--- src/rtl/integer_matrix_multiply_defines.svh ---
// Assertion macros shared by the matrix multiply RTL.
// Depends on nothing; the using module must have clk and arst_n in scope.
`ifndef INTEGER_MATRIX_MULTIPLY_DEFINES_SVH
`define INTEGER_MATRIX_MULTIPLY_DEFINES_SVH
`ifndef SYNTHESIS
`define IMM_ASSERT(label, prop, msg) \
	label: assert property (@(posedge clk) disable iff (!arst_n) prop) else $error(msg);
`define IMM_ASSERT_ALWAYS(label, prop, msg) \
	label: assert property (@(posedge clk) prop) else $error(msg);
`else
`define IMM_ASSERT(label, prop, msg)
`define IMM_ASSERT_ALWAYS(label, prop, msg)
`endif
`endif

--- src/rtl/imm_pkg.sv ---
// Shared constants, codes and types for the integer matrix multiply block.
// No dependencies.
package imm_pkg;
	localparam int MAX_DIM     = 64;
	localparam int IDX_W       = 6;
	localparam int SIZE_W      = 7;
	localparam int DATA_W      = 16;
	localparam int MUL_W       = 2 * DATA_W;
	localparam int PROD_W      = 38;
	localparam int ADDR_W      = 2 * IDX_W;
	localparam int RAM_DEPTH   = MAX_DIM * MAX_DIM;
	localparam int QUEUE_DEPTH = 2;
	localparam int QPTR_W      = 1;
	localparam int QCNT_W      = 2;

	typedef enum logic [1:0] {
		KIND_WRITE_A = 2'd0,
		KIND_WRITE_B = 2'd1,
		KIND_QUERY   = 2'd2
	} kind_t;

	typedef enum logic [1:0] {
		OP_WRITE_A    = 2'd0,
		OP_WRITE_B    = 2'd1,
		OP_QUERY      = 2'd2,
		OP_QUERY_ZERO = 2'd3
	} op_t;

	typedef enum logic [1:0] {
		ST_IDLE  = 2'd0,
		ST_RUN   = 2'd1,
		ST_DRAIN = 2'd2
	} back_state_t;

	typedef struct packed {
		op_t                      op;
		logic [IDX_W-1:0]         row;
		logic [IDX_W-1:0]         col;
		logic signed [DATA_W-1:0] value;
		logic [IDX_W-1:0]         last;
	} entry_t;

	typedef struct packed {
		logic   valid;
		entry_t entry;
	} qhead_t;
endpackage

--- src/rtl/imm_front.sv ---
// Front end: accepts requests, clamps the matrix size and classifies each request.
// Depends on imm_pkg.
module imm_front (
	input  logic                        start,
	input  logic                        full,
	input  logic [1:0]                  kind,
	input  logic [imm_pkg::IDX_W-1:0]   row,
	input  logic [imm_pkg::IDX_W-1:0]   col,
	input  logic signed [imm_pkg::DATA_W-1:0] element_value,
	input  logic [imm_pkg::SIZE_W-1:0]  matrix_size,
	output logic                        busy,
	output logic                        push,
	output imm_pkg::entry_t             entry
);
	logic [imm_pkg::SIZE_W-1:0] n_eff;
	logic                       in_range;
	logic                       known;

	always_comb begin
		n_eff = matrix_size;
		if (matrix_size == '0) begin
			n_eff = imm_pkg::SIZE_W'(1);
		end else if (matrix_size > imm_pkg::SIZE_W'(imm_pkg::MAX_DIM)) begin
			n_eff = imm_pkg::SIZE_W'(imm_pkg::MAX_DIM);
		end
		in_range = ({1'b0, row} < n_eff) && ({1'b0, col} < n_eff);

		entry.row   = row;
		entry.col   = col;
		entry.value = element_value;
		entry.last  = imm_pkg::IDX_W'(n_eff - imm_pkg::SIZE_W'(1));
		entry.op    = imm_pkg::OP_WRITE_A;
		known       = 1'b1;
		case (imm_pkg::kind_t'(kind))
			imm_pkg::KIND_WRITE_A: begin
				entry.op = imm_pkg::OP_WRITE_A;
			end
			imm_pkg::KIND_WRITE_B: begin
				entry.op = imm_pkg::OP_WRITE_B;
			end
			imm_pkg::KIND_QUERY: begin
				entry.op = in_range ? imm_pkg::OP_QUERY : imm_pkg::OP_QUERY_ZERO;
			end
			default: begin
				known = 1'b0;
			end
		endcase
	end

	assign busy = full;
	assign push = start && !full && known;
endmodule

--- config.mk ---
export PLATFORM = sky130hd
export DESIGN_NAME = imm_front
export DESIGN_NICKNAME = d
export VERILOG_FILES = /design/src/rtl/integer_matrix_multiply_defines.svh /design/src/rtl/imm_pkg.sv /design/src/rtl/imm_front.sv
export SDC_FILE = /design/constraint.sdc
export NUM_CORES = 1
export LEC_CHECK = 0
export BUFFER_PORTS_ARGS = -buffer_cell sky130_fd_sc_hd__buf_4
export CAP_MARGIN = 20
export CORE_MARGIN = 4
export CORE_UTILIZATION = 36
export DETAILED_ROUTE_END_ITERATION = 10
export PLACE_DENSITY = 0.95
export SETUP_SLACK_MARGIN = 0.1
export SYNTH_ARGS = -nofsm -noshare
export SYNTH_HDL_FRONTEND = slang
export SYNTH_SLANG_ARGS = --single-unit
--- constraint.sdc ---
create_clock -name vclk -period 1.5
set_input_delay 0.075 -clock vclk [all_inputs]
set_output_delay 0.075 -clock vclk [all_outputs]
set_load 0.02 [all_outputs]
==> impl.org, run 1 <==
** Run status
- The flow ran to the end, and the final reports show no timing, DRC or antenna violations.

** Place
- I/O Buffers :: 45
- Area after detailed placement :: 885 um^2
- Final HPWL DP :: 1710 um
- Gp weighted congestion :: 0.804

** Setup path
- The worst setup path is of the input port to output pin kind.
- Of all nets on the critical path, the largest fanout is 3.
- The worst setup path is captured at an output pin.
- Arrival time at the worst endpoint :: 1.34 ns
- Crit start category :: input port
- For the worst setup path, the data required time is 1.42 ns.

** Floorplanning
- The floorplan step set the die width to 51.1 um.
- Initial cell density of the core :: 38.3%
- After floorplanning, the core was sized to cover 1750 um^2.
- Boundary pin count :: 77
- Die area :: 2610 um^2
- The initialized floorplan defines 15 standard-cell rows.
- Measured along the y axis, the die boundary spans 51.1 um.

** Synthesis
- Yosys attributes the largest share of cell area to sky130_fd_sc_hd__buf_4 33%, sky130_fd_sc_hd__ha_1 28%, sky130_fd_sc_hd__o221ai_2 4.5%.
- The commonest cells after synthesis are 29 x sky130_fd_sc_hd__buf_4, 15 x sky130_fd_sc_hd__ha_1, 6 x sky130_fd_sc_hd__nand2_1.
- Number of distinct library cell variants in the gate-level netlist after synthesis :: 25
- Mean Syn Cell Area :: 7.86 um^2
- After synthesis, the largest area contributor takes up 32.6% of total cell area.
- Number of nets in the synthesized netlist :: 139
- Synthesis warning total :: 0
- Synthesis produced 85 cells.
- The most common cell in the synthesized netlist is sky130_fd_sc_hd__buf_4.
- Cell type with the highest aggregate area in the netlist :: sky130_fd_sc_hd__buf_4
- Netlist area before placement :: 668 um^2
- Sequential fraction of the synthesis area :: 0%

** Routing
- After detailed routing, the met3 layer carries 169 um of wire.
- After detailed routing, the number of vias per cell comes to 5.21.
- Remaining antenna violation count :: 0
- Detailed routing placed a total of 1170 um of wire on met2.
- In the routed design, unresolved DRC markers number 0.
- Number of DRC markers after the initial detailed-route iteration :: 4
- Wires add up to 2270 um.
- The detailed router used layers up to and including met4.
- In the final routed layout, each cell accounts on average for 16.8 um.
- The first detailed-routing pass took 3 iterations.
- Routed metal-1 wirelength :: 804 um
- Via total after detailed routing :: 703

** STA
- Pin slew with the least headroom to its limit :: 0.250 ns
- The worst pin sits at a relative slew slack of 83.3%.
- After layout, the worst path uses 94.4% of the clock period.
- Hold timing on the final database bottoms out at a slack of 0.150 ns.
- RSZ-0062 raised after global routing :: yes
- The final number of hold-violating endpoints came to 0.
- Final critical delay including setup and external delays :: 1.42 ns
- Achievable clock frequency :: 706 MHz
- Finish-stage setup viols :: 0
- The max-slew violation count came to 0.

** Global routing
- Remaining global-route overflow :: 0
- Via count of the first global-routing pass :: 753
- Entering global routing, the biggest net connects 8 pins.
- The number of antenna violations at the first check in global routing came to 0.
- The first global-routing pass estimated 3440 um of wire.
- Across every metal layer, demand over resource in global routing totals 16.8%.

** Layout
- Total number of sequential cells :: 0
- The number of antenna diodes in the final layout is 0.
- Final design instance area without fill :: 1110 um^2
- Summing all flip-flop and latch instances after layout gives 0 um^2.
- The clock buffers instantiated in the layout total 0.
- Area occupied by multi-input gates :: 631 um^2
- At the end of the flow, the number of nets in the layout was 166.
- At the end of the flow the core is filled with cells to 63.6%.
- The layout has 121 filler cells.
- In the final layout, the share of cells above drive strength 1 is 72.7%.
- From synthesis to final layout, the design area changed by 66.1%.

** Clock tree
- Hold repair after CTS inserted 0 buffers.

** Power
- Of the total power, combinational logic draws 100.0%.
- Per report_power, the sequential group accounts for 0% of the total.
- Net load switching power :: 0.000193 W
- Portion of total power attributed to the clock network :: 0%
- In this run the power density over the cells is 344 nW/um^2.
- Summed over all cells, the static leakage comes to 0.503 nW.
- Net switching share of the total power :: 50.5%
- Across the VDD grid, the largest voltage drop is 178 uV.
- Cell internal power was estimated by the tool at 0.000189 W.

** Run
- Reported max-cap violation count :: 0

** Hold path
- Tightest Hold Check Type :: input port to output pin
## cell type report
cell class                      instances  area share [%]
Tap cell                               25            2.82
Inverter                                5            2.82
Timing Repair Buffer                   54            37.5
Multi-Input combinational cell         51            56.8
## critical path, stage by stage
cell and delay [ns]:
sky130_fd_sc_hd__buf_4 0.12, sky130_fd_sc_hd__inv_1 0.11, sky130_fd_sc_hd__ha_4 0.22, sky130_fd_sc_hd__nor3b_2 0.22, sky130_fd_sc_hd__and4_1 0.24, sky130_fd_sc_hd__o221ai_2 0.11, sky130_fd_sc_hd__o221ai_2 0.07, sky130_fd_sc_hd__buf_4 0.17
## through the flow
| step | power, W | setup WS (ns) | cells | TNS [ns] |
|---|---|---|---|---|
| after global routing | 0.000410 | 0.0112 | 135 | 0 |
| after detailed placement | 0.000302 | -0.0844 | 134 | -0.113 |
| after floorplan | 0.000232 | 0.162 | 85 | 0 |
| final | 0.000382 | 0.0835 | 135 | 0 |
| after CTS | 0.000367 | 0.106 | 135 | 0 |
| after global placement | 0.000292 | -0.0341 | 134 | -0.0341 |
## cell usage in the layout, fill, tap and decap left out, types with 2 or more instances in the layout
master / n
sky130_fd_sc_hd__nor2_1: 3
sky130_fd_sc_hd__a211o_1: 2
sky130_fd_sc_hd__ha_4: 8
sky130_fd_sc_hd__ha_2: 2
sky130_fd_sc_hd__inv_1: 4
sky130_fd_sc_hd__buf_6: 3
sky130_fd_sc_hd__buf_4: 51
sky130_fd_sc_hd__nand2_8: 2
sky130_fd_sc_hd__nand2_4: 3
sky130_fd_sc_hd__nand3_1: 3
sky130_fd_sc_hd__o221ai_2: 2
sky130_fd_sc_hd__nor3_1: 2
sky130_fd_sc_hd__ha_1: 5
## final timing paths
check	from	end	slack [ns]	cells past startpoint
setup / recovery	kind[0]	entry[34]	0.08	8
hold / removal	element_value[5]	entry[11]	0.15	0
## power by group through the flow
stage / Combinational (W) / Clock (W) / Sequential [W]
3_5_place_dp: 0.000302 / 0 / 0
5_1_grt: 0.000410 / 0 / 0
3_3_place_gp: 0.000292 / 0 / 0
6_report: 0.000382 / 0 / 0
2_1_floorplan: 0.000232 / 0 / 0
4_1_cts: 0.000367 / 0 / 0
## timing repair
item	CTS	global route
gates resized for setup	35	3
hold endpoints to repair	0	0
setup endpoints to repair	3	2
pin swaps	11	5
setup buffers	1	0
## routing by layer
metal	up-vias	track usage, %
met1	323	16.5
met2	37	32.2
met3	14	3.50
met4	0	8.97
li1	329	-
met5	-	0
## logic make-up after synthesis
family | synth area share (%)
compound gates | 18.2
xor+xnor | 2.62
fa+ha+maj | 28.1
buf+inv | 35.4
simple gates | 15.7
Note: power is estimated with default switching activity, not from simulation.
==> run 2: changes to the inputs <==
Settings changed: CELL_PAD_IN_SITES_DETAIL_PLACEMENT set to 1, CELL_PAD_IN_SITES_GLOBAL_PLACEMENT set to 1, CORE_UTILIZATION 36 to 22.
==> impl.org, run 2 (synthesis gave the netlist of run 1 again) <==
** Run status
- The run finished with clean final reports.

** Power
- In this run switching power makes up 50.5% of total power.
- Portion of total power attributed to the clock network :: 0%
- Net load switching power :: 0.000189 W
- Peak supply drop :: 104 uV
- Sequential Power Share :: 0%
- The internal power of the cells totals 0.000185 W.
- Power comes to 0.000374 W.
- Power per cell area :: 351 nW/um^2
- Combinational cells account for 100.0% of the total power.
- Leakage dissipation :: 0.488 nW

** Floorplanning
- The floorplan has 19 rows.
- Boundary pin count :: 77
- The floorplan step set the die width to 63.1 um.
- Area of the core :: 2830 um^2
- In this run the vertical extent of the chip is 63.1 um.
- The floorplan step defined a die boundary enclosing 3980 um^2.
- Initial cell density of the core :: 23.6%

** Place
- In this run the tool buffered the top-level ports with 45 buffer cells.
- After detailed placement, the total cell area comes to 877 um^2.
- Final HPWL DP :: 1960 um
- Counting tap cells, the placed design contains a total of 138 instances.
- Gp weighted congestion :: 0.888

** Layout
- Number of clock-tree buffers in the layout :: 0
- Area occupied by multi-input gates :: 594 um^2
- Top library cells by usage in the layout, fill and taps aside :: 49 x sky130_fd_sc_hd__buf_4, 7 x sky130_fd_sc_hd__ha_1, 6 x sky130_fd_sc_hd__ha_4
- In the finished design the tool counted flip-flops and latches totalling 0.
- Leaving out fill and tap cells, the most frequent cell in the layout is sky130_fd_sc_hd__buf_4.
- The finished cells cover 1060 um^2.
- Antenna cell count :: 0
- Count of non-filler cells in the finished layout :: 139
- Number of filler cells placed in the layout :: 330
- The area growth from synthesis to layout is 59.4%.
- In the final layout, the share of cells above drive strength 1 is 72.2%.
- The net count of the finished layout is 164.
- Combined flip-flop and latch cell area :: 0 um^2

** STA
- Of the available clock period, the critical path in the final layout requires 96.8%.
- Worst max-slew margin expressed relative to the limit :: 84.2%
- For the pin with the worst max-slew slack, the measured transition is 0.235 ns.
- Setup violations remaining at the end of the flow were counted as 0.
- Achievable clock frequency :: 689 MHz
- The final number of hold-violating endpoints came to 0.
- Final critical delay including setup and external delays :: 1.45 ns
- Setup repair after global routing could not meet its margin everywhere.
- Number of slew-limit violations in the final report :: 0

** Setup path
- Critical path peak fanout :: 7
- STA classifies the critical path startpoint as an input port.
- The critical path is of the input port to output pin type.
- Data required time at the worst endpoint :: 1.42 ns
- Data arrives at the worst endpoint at 1.38 ns.
- The worst setup path is captured at an output pin.

** Routing
- For this run, design rule violations remaining after detail routing come to 0.
- Summed over all layers, the routed wires come to 2300 um.
- Dividing the detail-routed wire length by the instance count gives 16.5 um.
- Once detail routing completed, the nets flagged for antenna violations numbered 0.
- Count of TritonRoute iterations in the first routing pass :: 4
- In this run, the number of DRC markers left after iteration 0 of detailed routing was 2.
- After detailed routing, the number of vias per cell comes to 4.81.
- Via total after detailed routing :: 669

** Global routing
- Remaining global-route overflow :: 0
- The number of antenna violations at the first check in global routing came to 0.
- Largest net degree at the start of global routing :: 8
- Across every metal layer, demand over resource in global routing totals 11.7%.
- Via count of the first global-routing pass :: 807
- Global-route wire length before repair :: 3900 um

** Hold path
- Cell depth of the worst min-delay path :: 0
- In this run the worst hold path is classified as input port to output pin.

** Run
- Reported max-cap violation count :: 0
-- run 2: changes by cell type in the layout (fill, tap and decap cells not counted), sizes merged --
cell	previous run	this run
inv	4	5
clkinv	1	0
buf	54	52
-- run 2: per-layer routing --
metal | GRT usage [%] | vias to the layer above | wire, um
met1 | 13.5 | 311 | 855
met5 | 0 | - | 0
met2 | 21.7 | 31 | 1230
met4 | 3.31 | 0 | 51
li1 | - | 319 | -
met3 | 1.95 | 8 | 166
-- run 2: final cells by class --
type	count	area share (%)
well taps	31	3.64
multi-input cells	51	55.8
inverters	5	2.47
repair buffers	52	38.1
-- run 2: repair_timing --
action                                  4_1_cts  5_1_grt
gates resized for setup                      30        4
endpoints found under the setup margin        4        1
buffers inserted                              1        0
pin swaps                                     7        1
hold buffers                                  0        0
cloned                                        0        0
-- run 2: path summary, 6_finish.rpt --
kind	from	to	slack, ns
worst max-delay path	matrix_size[6]	entry[34]	0.05
worst min-delay path	element_value[5]	entry[11]	0.15
-- run 2: power groups by stage --
stage | Combinational [W] | Sequential [W] | Clock, W
final | 0.000374 | 0 | 0
after global routing | 0.000407 | 0 | 0
after CTS | 0.000366 | 0 | 0
after detailed placement | 0.000308 | 0 | 0
after global placement | 0.000291 | 0 | 0
after floorplan | 0.000232 | 0 | 0
-- run 2: worst max-delay path, cell delays in order --
cell and delay [ns]:
sky130_fd_sc_hd__buf_8 0.11, sky130_fd_sc_hd__inv_8 0.08, sky130_fd_sc_hd__nand2_4 0.07, sky130_fd_sc_hd__ha_2 0.20, sky130_fd_sc_hd__a211oi_4 0.26, sky130_fd_sc_hd__o21ai_2 0.10, sky130_fd_sc_hd__a31oi_2 0.20, sky130_fd_sc_hd__o221ai_2 0.14
sky130_fd_sc_hd__buf_6 0.15
-- run 2: metrics by stage --
step / TNS (ns) / hold slack [ns] / utilization [%] / worst slack, ns
finish: 0 / 0.150 / 37.6 / 0.0477
global route: 0 / 0.150 / 37.6 / 0.0169
CTS: 0 / 0.150 / 37.0 / 0.0632
detailed placement: -0.365 / 0.150 / 31.0 / -0.294
global placement: -0.0627 / 0.150 / 31.0 / -0.0627
floorplan: 0 / 0.233 / - / 0.162
