<file path="config.mk">
export PLATFORM = sky130hd
export DESIGN_NAME = imm_queue
export DESIGN_NICKNAME = d
export VERILOG_FILES = /design/src/rtl/integer_matrix_multiply_defines.svh /design/src/rtl/imm_pkg.sv /design/src/rtl/imm_queue.sv
export SDC_FILE = /design/constraint.sdc
export NUM_CORES = 1
export LEC_CHECK = 0
export ABC_CLOCK_PERIOD_IN_PS = 3400
export BUFFER_PORTS_ARGS = -buffer_cell sky130_fd_sc_hd__buf_2
export CAP_MARGIN = 5
export CORE_AREA = 5 5 70 97
export DETAILED_ROUTE_END_ITERATION = 8
export DIE_AREA = 0 0 75 102
export GPL_ROUTABILITY_DRIVEN = 0
export HOLD_SLACK_MARGIN = 0.15
export PLACE_DENSITY = 0.82
export SLEW_MARGIN = 10
export SYNTH_ARGS = -nofsm -noshare
export SYNTH_HDL_FRONTEND = slang
export SYNTH_SLANG_ARGS = --single-unit
</file>
<file path="constraint.sdc">
create_clock -name clk -period 3.4 [get_ports clk]
set_clock_uncertainty 0.2 [all_clocks]
set_input_delay 0.51 -clock clk [delete_from_list [all_inputs] [get_ports clk]]
set_output_delay 0.51 -clock clk [all_outputs]
set_load 0.005 [all_outputs]
</file>
<file path="src/rtl/integer_matrix_multiply_defines.svh">
// Assertion macros shared by the matrix multiply RTL.
// Depends on nothing; the using module must have clk and arst_n in scope.
`ifndef INTEGER_MATRIX_MULTIPLY_DEFINES_SVH
`define INTEGER_MATRIX_MULTIPLY_DEFINES_SVH
`ifndef SYNTHESIS
`define IMM_ASSERT(label, prop, msg) \
	label: assert property (@(posedge clk) disable iff (!arst_n) prop) else $error(msg);
`define IMM_ASSERT_ALWAYS(label, prop, msg) \
	label: assert property (@(posedge clk) prop) else $error(msg);
`else
`define IMM_ASSERT(label, prop, msg)
`define IMM_ASSERT_ALWAYS(label, prop, msg)
`endif
`endif

</file>
<file path="src/rtl/imm_pkg.sv">
// Shared constants, codes and types for the integer matrix multiply block.
// No dependencies.
package imm_pkg;
	localparam int MAX_DIM     = 64;
	localparam int IDX_W       = 6;
	localparam int SIZE_W      = 7;
	localparam int DATA_W      = 16;
	localparam int MUL_W       = 2 * DATA_W;
	localparam int PROD_W      = 38;
	localparam int ADDR_W      = 2 * IDX_W;
	localparam int RAM_DEPTH   = MAX_DIM * MAX_DIM;
	localparam int QUEUE_DEPTH = 2;
	localparam int QPTR_W      = 1;
	localparam int QCNT_W      = 2;

	typedef enum logic [1:0] {
		KIND_WRITE_A = 2'd0,
		KIND_WRITE_B = 2'd1,
		KIND_QUERY   = 2'd2
	} kind_t;

	typedef enum logic [1:0] {
		OP_WRITE_A    = 2'd0,
		OP_WRITE_B    = 2'd1,
		OP_QUERY      = 2'd2,
		OP_QUERY_ZERO = 2'd3
	} op_t;

	typedef enum logic [1:0] {
		ST_IDLE  = 2'd0,
		ST_RUN   = 2'd1,
		ST_DRAIN = 2'd2
	} back_state_t;

	typedef struct packed {
		op_t                      op;
		logic [IDX_W-1:0]         row;
		logic [IDX_W-1:0]         col;
		logic signed [DATA_W-1:0] value;
		logic [IDX_W-1:0]         last;
	} entry_t;

	typedef struct packed {
		logic   valid;
		entry_t entry;
	} qhead_t;
endpackage

</file>
<file path="src/rtl/imm_queue.sv">
// Short request queue between the front end and the back end.
// Depends on imm_pkg.
module imm_queue (
	input  logic            clk,
	input  logic            arst_n,
	input  logic            push,
	input  imm_pkg::entry_t push_entry,
	input  logic            pop,
	output logic            full,
	output imm_pkg::qhead_t head
);
	imm_pkg::entry_t             mem_q [imm_pkg::QUEUE_DEPTH];
	logic [imm_pkg::QPTR_W-1:0]  wr_ptr_q;
	logic [imm_pkg::QPTR_W-1:0]  rd_ptr_q;
	logic [imm_pkg::QCNT_W-1:0]  count_q;
	logic                        do_pop;

	function automatic logic [imm_pkg::QPTR_W-1:0] next_ptr(
		input logic [imm_pkg::QPTR_W-1:0] p
	);
		if (p == imm_pkg::QPTR_W'(imm_pkg::QUEUE_DEPTH - 1)) begin
			return '0;
		end
		return p + imm_pkg::QPTR_W'(1);
	endfunction

	assign full       = (count_q == imm_pkg::QCNT_W'(imm_pkg::QUEUE_DEPTH));
	assign head.valid = (count_q != '0);
	assign head.entry = mem_q[rd_ptr_q];
	assign do_pop     = pop && head.valid;

	always_ff @(posedge clk or negedge arst_n) begin
		if (!arst_n) begin
			wr_ptr_q <= '0;
			rd_ptr_q <= '0;
			count_q  <= '0;
		end else begin
			if (push) begin
				wr_ptr_q <= next_ptr(wr_ptr_q);
			end
			if (do_pop) begin
				rd_ptr_q <= next_ptr(rd_ptr_q);
			end
			if (push && !do_pop) begin
				count_q <= count_q + imm_pkg::QCNT_W'(1);
			end else if (do_pop && !push) begin
				count_q <= count_q - imm_pkg::QCNT_W'(1);
			end
		end
	end

	always_ff @(posedge clk) begin
		if (push) begin
			mem_q[wr_ptr_q] <= push_entry;
		end
	end
endmodule

</file>
==> results.md, run 1 <==
Outcome:
- The flow ran to the end, and the final reports show no timing, DRC or antenna violations.

Floorplan:
- The number of top-level design ports is 78.
- The region available for standard cell placement spans 5820 sq um.
- Measured along the x axis, the die boundary spans 75 um.
- From bottom edge to top edge, the die measures 102 um.
- The total number of placement rows is 33.
- For this configuration, the core starts out at a cell density of 50.4%.
- The area enclosed by the die boundary is 7650 sq um.

Layout:
- The multi-input combinational cell area is 612 sq um.
- After the last flow step, the layout net total stands at 259.
- Cells with a size suffix above 1 make up 59.2% of the layout.
- The area of all placed cells without fillers is 3610 sq um.
- The synthesis-to-finish area growth is 22.8%.
- The sequential cell area is 2260 sq um.
- The fill cell total of the finished layout is 420.
- The finished layout holds ~300 standard cells, fillers aside.
- The count of antenna diodes in the layout is 0.

Yosys:
- The adder and majority gate portion of the synthesized area is less than 1%.
- After Yosys synthesis, XOR and XNOR cells account for 1.49% of the synthesized area.
- Counting flops with an async set or reset pin after synthesis yields a share of about 5.3%.
- The synthesized design devotes to its leading area cell type between 70% and 80% of total area.
- By area the synthesized netlist is led by sky130_fd_sc_hd__edfxtp_1 (74%), sky130_fd_sc_hd__mux2_4 (15%), sky130_fd_sc_hd__dfrtp_1 (3.4%).
- The average instance area after synthesis is about 23 sq um.
- The commonest cells after synthesis are sky130_fd_sc_hd__edfxtp_1 (72), sky130_fd_sc_hd__mux2_4 (29), sky130_fd_sc_hd__mux2_2 (7), sky130_fd_sc_hd__dfrtp_1 (4).
- Counting flops and latches in the post-synthesis netlist gives 76.
- Summing the areas of all compound-gate instances in the mapped netlist gives 0% of the synthesized area.
- The biggest area contributor in the post-synthesis netlist is sky130_fd_sc_hd__edfxtp_1.
- The most used flip-flop cell after synthesis is sky130_fd_sc_hd__edfxtp_1.
- The number of cells produced by synthesis is 128.
- The part of the Yosys area used for sequential elements is 77.0%.
- The area of the mapped netlist is around 3000 sq um.
- For this run, the number of Yosys warnings is 0.
- Yosys mapped a number of flops with a built-in enable equal to 72.
- The mux share of post-synthesis cell area is between 15 and 20%.
- By instance count, the leading cell after synthesis is sky130_fd_sc_hd__edfxtp_1.
- The fraction of the mapped netlist area in simple logic gates is 1.11%.
- The count of cell types in the netlist is 14.
- The number of nets in the synthesized netlist is 169.
- After synthesis, the largest family of logic cells by area is multiplexers.

Clocking:
- In this run the number of H-tree levels came out at 3.
- TritonCTS built the clock tree.
- The clock passes through at most 2 buffers.
- The tree is rooted in a sky130_fd_sc_hd__clkbuf_8.
- The clock net sink count is 76.
- The clock input transition at the sequential cells of the worst setup and hold paths is 0.07 ns.
- The clock latency reported for the late side of the worst-skew pair is 0.32 ns.
- Buffers inserted during clock tree synthesis total 9.
- The count of cells resized by post-cts repair is 0.

Setup path:
- Data on the critical path arrives at its endpoint at 1.96 ns.
- The critical path goes through buf_4 -> mux2_4 -> buf_2.
- The nature of the critical path startpoint is a flop.
- The worst setup slack for register-to-register paths is ~1.6 ns.
- The critical path's largest stage delay is roughly 0.83 ns.
- In this run the worst setup path terminates at head[8].
- The dominant delay contributor by cell family on the critical path is flip-flops.
- The worst setup path category is reg -> out.
- The buffer and inverter count on the worst path is 2.
- The number of cells on the worst reg-to-reg path is 2.
- The critical path runs through a total of 3 cells.
- The slowest library cell on the worst path is sky130_fd_sc_hd__dfrtp_2.
- The worst register-to-register path ends at mem_q[0][13].
- The startpoint of the lowest-slack register-to-register path is wr_ptr_q.
- STA puts the critical path data required time at 2.69 ns.
- The worst-path maximum fanout is 25.
- The type of destination of the critical path is an output pin.
- The origin of the worst setup path is rd_ptr_q.

Run:
- Across the run, the number of max-cap violations was 0.

Power and ir drop:
- The fraction of power spent switching nets is 25.9%.
- The sum of internal, switching and leakage power is 2.87 mW.
- In this run the static leakage power is 1.47 nW.
- The internal power of the cells totals 2.13 mW.
- The part of the power in the clock network is between 20% and 30%.
- The net switching power is 0.743 mW.
- The ratio of total power to cell area is around 800 nW/um^2.
- The largest voltage drop on the vdd net is 0.000510 V.
- Registers are responsible for 48.1% of the overall power.
- The part of the total power dissipated in combinational logic is 27.6%.

STA:
- The post-layout worst setup margin is 0.728 ns.
- Based on the critical path, the design can be clocked at up to 374 MHz.
- The total negative slack for setup checks is 0 ns.
- Setup repair after global routing left no endpoint under its margin.
- The final clock period utilization by the worst path is 78.6%.
- The max-slew violation total from the final report is 0.
- Setup violations remaining at the end of the flow were counted as 0.
- After layout, the minimum clock period comes to between 2 and 3 ns.
- The number of failing hold endpoints at the final stage is 0.
- At the pin with the least slew margin, the transition time is 0.861 ns.
- The worst relative slew slack is 42.6%.

Worst hold path:
- The worst hold path belongs to the class in -> reg.
- The launch instance of the worst min-delay path is push_entry[15].

Global routing:
- Global routing used about an eighth of the available tracks.
- The number of global-route vias before repair came to 1534.
- The first-pass GRT wire length is 7290 um.
- The global route total overflow is 0.
- Entering global routing, the biggest net connects 37 pins.
- The initial antenna violation count is 0.

Place:
- At the placement stage, the worst setup path has a slack of about 1.1 ns.
- In this run, placement finished with an instance count of 274.
- Input and output buffers added on the ports amount to 77.
- Once placement finished, the instance area stood at 3370 sq um.
- The detailed placer's ending HPWL is 3410 um.

Detailed routing:
- The first-pass iteration count of the detailed router is 4.
- The routed layout has 1437 vias.
- The detailed-route wire length is around 4900 um.
- The total DRC errors in the routed layout is 0.
- The first routing iteration left 122 violations.
- The final antenna-violating net count is 0.
- In the final routed layout, each cell accounts on average for 16.7 um.
- Using the TritonRoute via totals, the vias-per-cell ratio works out to 4.90.
==> kinds of logic (layout without fill, tap and decap cells) <==
| kind of cell | count (synthesis) | in the layout |
|---|---|---|
| buffers and inverters | 4 | 99 |
| xor gates and xnor gates | 5 | 5 |
| adders and majority gates | 1 | 1 |
| DFF | 76 | 76 |
| and+or+nand+nor | 6 | 6 |
| muxes | 36 | 36 |
==> power by group through the flow <==
| stage | Sequential (mW) | Combinational [mW] | Clock [mW] |
|---|---|---|---|
| finish | 1.38 | 0.793 | 0.700 |
| global route | 1.41 | 0.853 | 0.756 |
| CTS | 1.39 | 0.808 | 0.712 |
| detailed placement | 1.41 | 0.805 | 0 |
| global placement | 1.39 | 0.794 | 0 |
| floorplan | 1.31 | 0.651 | 0 |
==> worst register-to-register path, stage by stage (launching register included) <==
cell and delay [ns]:
sky130_fd_sc_hd__dfrtp_1 0.43, sky130_fd_sc_hd__nor2b_4 0.46, sky130_fd_sc_hd__buf_4 0.37
==> area by class of cell <==
cell class / instances / area share, %
clock inverters: 7 / 2.26
multi-input cells: 48 / 17.0
well taps: 70 / 2.43
clock buffers: 9 / 3.44
flip-flops and latches: 76 / 62.8
repair buffers: 83 / 12.1
==> through the flow <==
step | utilization (%) | hold WS (ns)
6_report | 61.9 | 0.169
5_1_grt | 61.9 | 0.156
4_1_cts | 61.6 | 0.155
3_5_place_dp | 57.9 | 0.125
3_3_place_gp | 57.9 | 0.120
2_1_floorplan | - | 0.0144
==> sequential cells by signal, summed over array words and instances (netlist names) <==
signal	count
mem_q	72
rd_ptr_q	1
wr_ptr_q	1
count_q	2
==> repair_timing <==
| item | CTS | global route |
|---|---|---|
| endpoints found under the hold margin | 4 | 4 |
| setup buffers | 0 | 0 |
| hold buffers | 1 | 2 |
==> routing by layer <==
metal | global-route usage [%] | wire [um]
met1 | 14.9 | 1780
met2 | 23.4 | 2770
met3 | 2.46 | 239
met4 | 7.40 | 91
met5 | 0 | 0
==> cells in the final DEF (no fill, tap or decap), drive strengths merged <==
| cell type | instances |
|---|---|
| clkbuf | 9 |
| nand2 | 1 |
| mux2 | 36 |
| xor2 | 3 |
| or2 | 1 |
| dfrtp | 4 |
| clkinv | 5 |
| buf | 80 |
| edfxtp | 72 |
| bufinv | 2 |
| and2 | 1 |
| nor2 | 1 |
| nor2b | 2 |
| xnor2 | 2 |
| dlygate4sd3 | 3 |
| ha | 1 |
==> how the worst min path moves through the flow <==
stage	cells past startpoint	slack [ns]	to
floorplan	0	0.01	count_q[0]
global placement	1	0.12	count_q[1]
detailed placement	1	0.13	count_q[1]
CTS	1	0.15	mem_q[0][23]
global route	1	0.16	mem_q[0][15]
finish	1	0.17	mem_q[0][15]
Power figures use the tool's default switching activity.
==> run 2: changes to the inputs <==
--- a/config.mk
+++ b/config.mk
@@ -5,15 +5,15 @@
 export SDC_FILE = /design/constraint.sdc
 export NUM_CORES = 1
 export LEC_CHECK = 0
-export ABC_CLOCK_PERIOD_IN_PS = 3400
+export ABC_CLOCK_PERIOD_IN_PS = 2200
 export BUFFER_PORTS_ARGS = -buffer_cell sky130_fd_sc_hd__buf_2
 export CAP_MARGIN = 5
-export CORE_AREA = 5 5 70 97
+export CORE_AREA = 5 5 73 102
 export DETAILED_ROUTE_END_ITERATION = 8
-export DIE_AREA = 0 0 75 102
+export DIE_AREA = 0 0 78 107
 export GPL_ROUTABILITY_DRIVEN = 0
 export HOLD_SLACK_MARGIN = 0.15
-export PLACE_DENSITY = 0.82
+export PLACE_DENSITY = 0.79
 export SLEW_MARGIN = 10
 export SYNTH_ARGS = -nofsm -noshare
 export SYNTH_HDL_FRONTEND = slang
==> constraint.sdc (replaced) <==
create_clock -name clk -period 2.2 [get_ports clk]
set_clock_uncertainty 0.2 [all_clocks]
set_input_delay 0.33 -clock clk [delete_from_list [all_inputs] [get_ports clk]]
set_output_delay 0.33 -clock clk [all_outputs]
set_load 0.005 [all_outputs]
==> run 2 against run 1 <==
Compared with the run above:
- combinational power increased by 83%
- die area increased by 9.1%
- sequential share of layout area decreased by 6.7 points
- non-clock buffer count increased by 38
- clock power increased by 56%
- critical endpoint is now head[16]
- count of clock-buffer cells in the layout increased by 4
- via count increased by 10%
- largest cell class unchanged
- hold slack improved by 0.11 ns
- worst setup slack got worse by 0.50 ns
==> results.md, run 2 (same netlist as run 1, synthesis figures left out) <==
Place:
- The worst slack at placement is 0.554 ns (-0.511 ns).
- The detailed placer's ending HPWL was 3360 um (-1.5%).
- The number of port buffers is 77 (unchanged).
- The total placed cells including tap cells is 279 (+1.8%).

STA:
- The post-layout worst setup margin was 0.227 ns (-0.501 ns).
- The count of endpoints failing setup in the final report is 0 (unchanged).
- The transition time at the pin with the least slew margin is 0.434 ns (-0.427 ns).
- The max-slew violation total from the final report is 0 (unchanged).
- Setup repair after global routing left no endpoint under its margin.
- The number of failing hold endpoints at the final stage is 0 (unchanged).
- Of the available clock period, the critical path in the final layout requires 89.7%.
- The total negative slack for setup checks is 0 ns (unchanged).
- The final critical path time including I/O delays and setup is 1.97 ns.
- The worst hold margin is 0.283 ns (+0.114 ns).
- The worst relative slew slack came to 71.1% (+28 points).
- Timing would allow up to 507 MHz.

Power and ir drop:
- The part of the power in the clock network was 23.9% (-0.4 points).
- The internal power contribution came to 3.38 mW (+59%).
- The net switching power is 1.18 mW (+59%).
- The largest voltage drop on the vdd net was 0.000777 V (+52%).
- The fraction of power spent switching nets is 25.9% (+0.069 points).
- The sequential power share is 44.3% (-3.8 points).
- The part of the total power dissipated in combinational logic came to 31.8% (+4.2 points).
- The leakage power is 1.64 nW (+12%).
- The ratio of total power to cell area is 1130 nW/um^2 (+42%).

Clocking:
- The clock tree from TritonCTS is yes.
- The number of buffers inserted by post-CTS setup repair is 0 (unchanged).
- The count of cells resized by post-cts repair is 0 (unchanged).
- The maximum buffer depth of the clock tree was 2 (unchanged).
- The library cell used as clock root buffer is sky130_fd_sc_hd__clkbuf_8.
- The clock input transition at the sequential cells of the worst setup and hold paths is 0.07 ns (about the same).
- The clock latency reported for the late side of the worst-skew pair was 0.33 ns (about the same).
- The number of clock buffers inserted by TritonCTS is 9 (unchanged).
- The hold buffer count at cts was 40 (+39).
- The number of H-tree levels came to 3 (unchanged).
- The clock net sink count was 76 (unchanged).

Setup path:
- The critical path is of the reg -> out type.
- The worst endpoint required time is 1.67 ns (-1.02 ns).
- The cell depth of the worst flop-to-flop path is 5 (+3).
- STA classifies the critical path endpoint as an output pin.
- The worst-path maximum fanout is 13 (-48%).
- The worst setup slack for register-to-register paths was 0.55 ns (-1.06 ns).
- The destination of the worst register-to-register timing path is count_q[1].
- The critical path arrival came to 1.44 ns (-0.52 ns).
- The startpoint identified for the worst register-to-register timing path is count_q[0].
- Tracing the worst setup path back leads to its startpoint at rd_ptr_q.
- The worst setup path is launched from a flop.

Floorplan:
- The starting density of the core was 45.6% (-4.8 points).
- The number of top-level design ports is 78 (unchanged).
- The overall die height was 107 um (+4.9%).
- The core area is 6440 sq um (+11%).
- The total number of placement rows is 35 (+6.1%).
- The overall die width is 78 um (+4.0%).
- The area enclosed by the die boundary was 8350 sq um (+9.1%).

Detailed routing:
- The via density per instance was 4.72 (-3.8%).
- The first-pass iteration count of the detailed router is 4 (unchanged).
- The final antenna-violating net count was 0 (unchanged).
- The post-detailed-route wirelength per cell is 15.9 um (-4.5%).
- The total DRC errors in the routed layout was 0 (unchanged).
- The detailed-route wire length came to 5340 um (+9.2%).
- The first-iteration detailed-routing DRC count is 63 (-48%).
- The via count is 1581 (+10%).

Global routing:
- The global route total overflow was 0 (unchanged).
- The total track usage is 13.4% (+0.020 points).
- The largest net degree at the start of global routing is 37 (unchanged).
- The initial antenna violation count came to 0 (unchanged).
- The first-pass GRT wire length is 8340 um (+14%).
- The number of global-route vias before repair is 1764 (+15%).

Worst hold path:
- The worst hold path belongs to the class reg -> reg.
- The count of cells along the worst hold path is 1 (unchanged).
- The worst hold path begins at count_q[1].
- For hold timing, the worst endpoint is count_q[1].

Layout:
- The largest registers in the layout are mem_q (72), count_q (2).
- The count of antenna diodes in the layout is 0 (unchanged).
- The multi-input combinational cell area is 612 sq um (unchanged).
- In the layout the commonest cells are sky130_fd_sc_hd__buf_2 (77), sky130_fd_sc_hd__edfxtp_1 (72), sky130_fd_sc_hd__dlygate4sd3_1 (40), sky130_fd_sc_hd__mux2_4 (29), sky130_fd_sc_hd__clkbuf_8 (12).
- The number of nets in the finished design is 297 (+15%).
- Leaving out fill and tap cells, the most frequent cell in the layout is sky130_fd_sc_hd__buf_2.
- The synthesis-to-finish area growth is 37.4%.
- The share of cells above drive strength 1 was 51.7% (-7.5 points).
- More flip-flops sit in one register than any other, and that register is mem_q.
- The fill cell total of the finished layout came to 470 (+12%).
- The final core utilization is 62.7% (+0.72 points).
- The number of flip-flops in the largest register is 72 (unchanged).
- The sequential cell area came to 2260 sq um (unchanged).
- The post-route non-filler standard cell count is 335 (+14%).

Run:
- The max-capacitance violation count is 0 (unchanged).

Outcome:
- The flow ran to the end, and the final reports show no timing, DRC or antenna violations.
==> run 2: cell types whose count changed in the layout (fill, tap and decap cells not counted) <==
cell and change:
sky130_fd_sc_hd__clkbuf_8 +3, sky130_fd_sc_hd__clkinv_4 +1, sky130_fd_sc_hd__clkinv_1 -3, sky130_fd_sc_hd__dlygate4sd3_1 +37
sky130_fd_sc_hd__clkbuf_1 +1, sky130_fd_sc_hd__bufinv_16 -1, sky130_fd_sc_hd__buf_4 -2, sky130_fd_sc_hd__buf_12 +3
sky130_fd_sc_hd__clkinv_2 -1
==> run 2: how the worst max path moves through the flow <==
stage                    to  slack (ns)
3_3_place_gp   mem_q[1][13]        0.55
6_report           head[16]        0.23
3_5_place_dp   mem_q[1][13]        0.55
4_1_cts            head[16]        0.18
5_1_grt            head[21]        0.16
2_1_floorplan   mem_q[0][0]        0.23
==> run 2: critical path, cell delays in order, from the launching register on <==
cell and delay (ns):
sky130_fd_sc_hd__dfrtp_2 0.38, sky130_fd_sc_hd__buf_4 0.24, sky130_fd_sc_hd__mux2_2 0.37, sky130_fd_sc_hd__buf_2 0.13
==> run 2: power groups by stage <==
stage	Clock (mW)	Combinational, mW	Sequential, mW
finish	1.09	1.45	2.02
global route	1.19	1.57	2.05
CTS	1.12	1.49	2.03
detailed placement	0	1.43	2.06
global placement	0	1.41	2.04
floorplan	0	1.01	2.03
==> run 2: per-layer routing <==
metal	track usage, %	vias to the layer above	part of all wire [%]
met5	0	-	0
met4	5.92	0	1.7
met3	3.61	8	4.6
met2	25.3	43	58
met1	13.3	778	35
li1	-	752	-
==> run 2: metrics by stage <==
step,power (mW),instance area (sq um)
after floorplan,3.04,2940
after global placement,3.45,3420
after detailed placement,3.49,3420
after CTS,4.63,4030
after global routing,4.81,4030
final,4.57,4030
==> run 2: area by class of cell <==
cell class,count,area share (%)
flip-flops and latches,76,56.1
repair buffers,121,21.2
clock buffers,13,4.19
well taps,74,2.30
multi-input cells,48,15.2
clock inverters,3,1.09
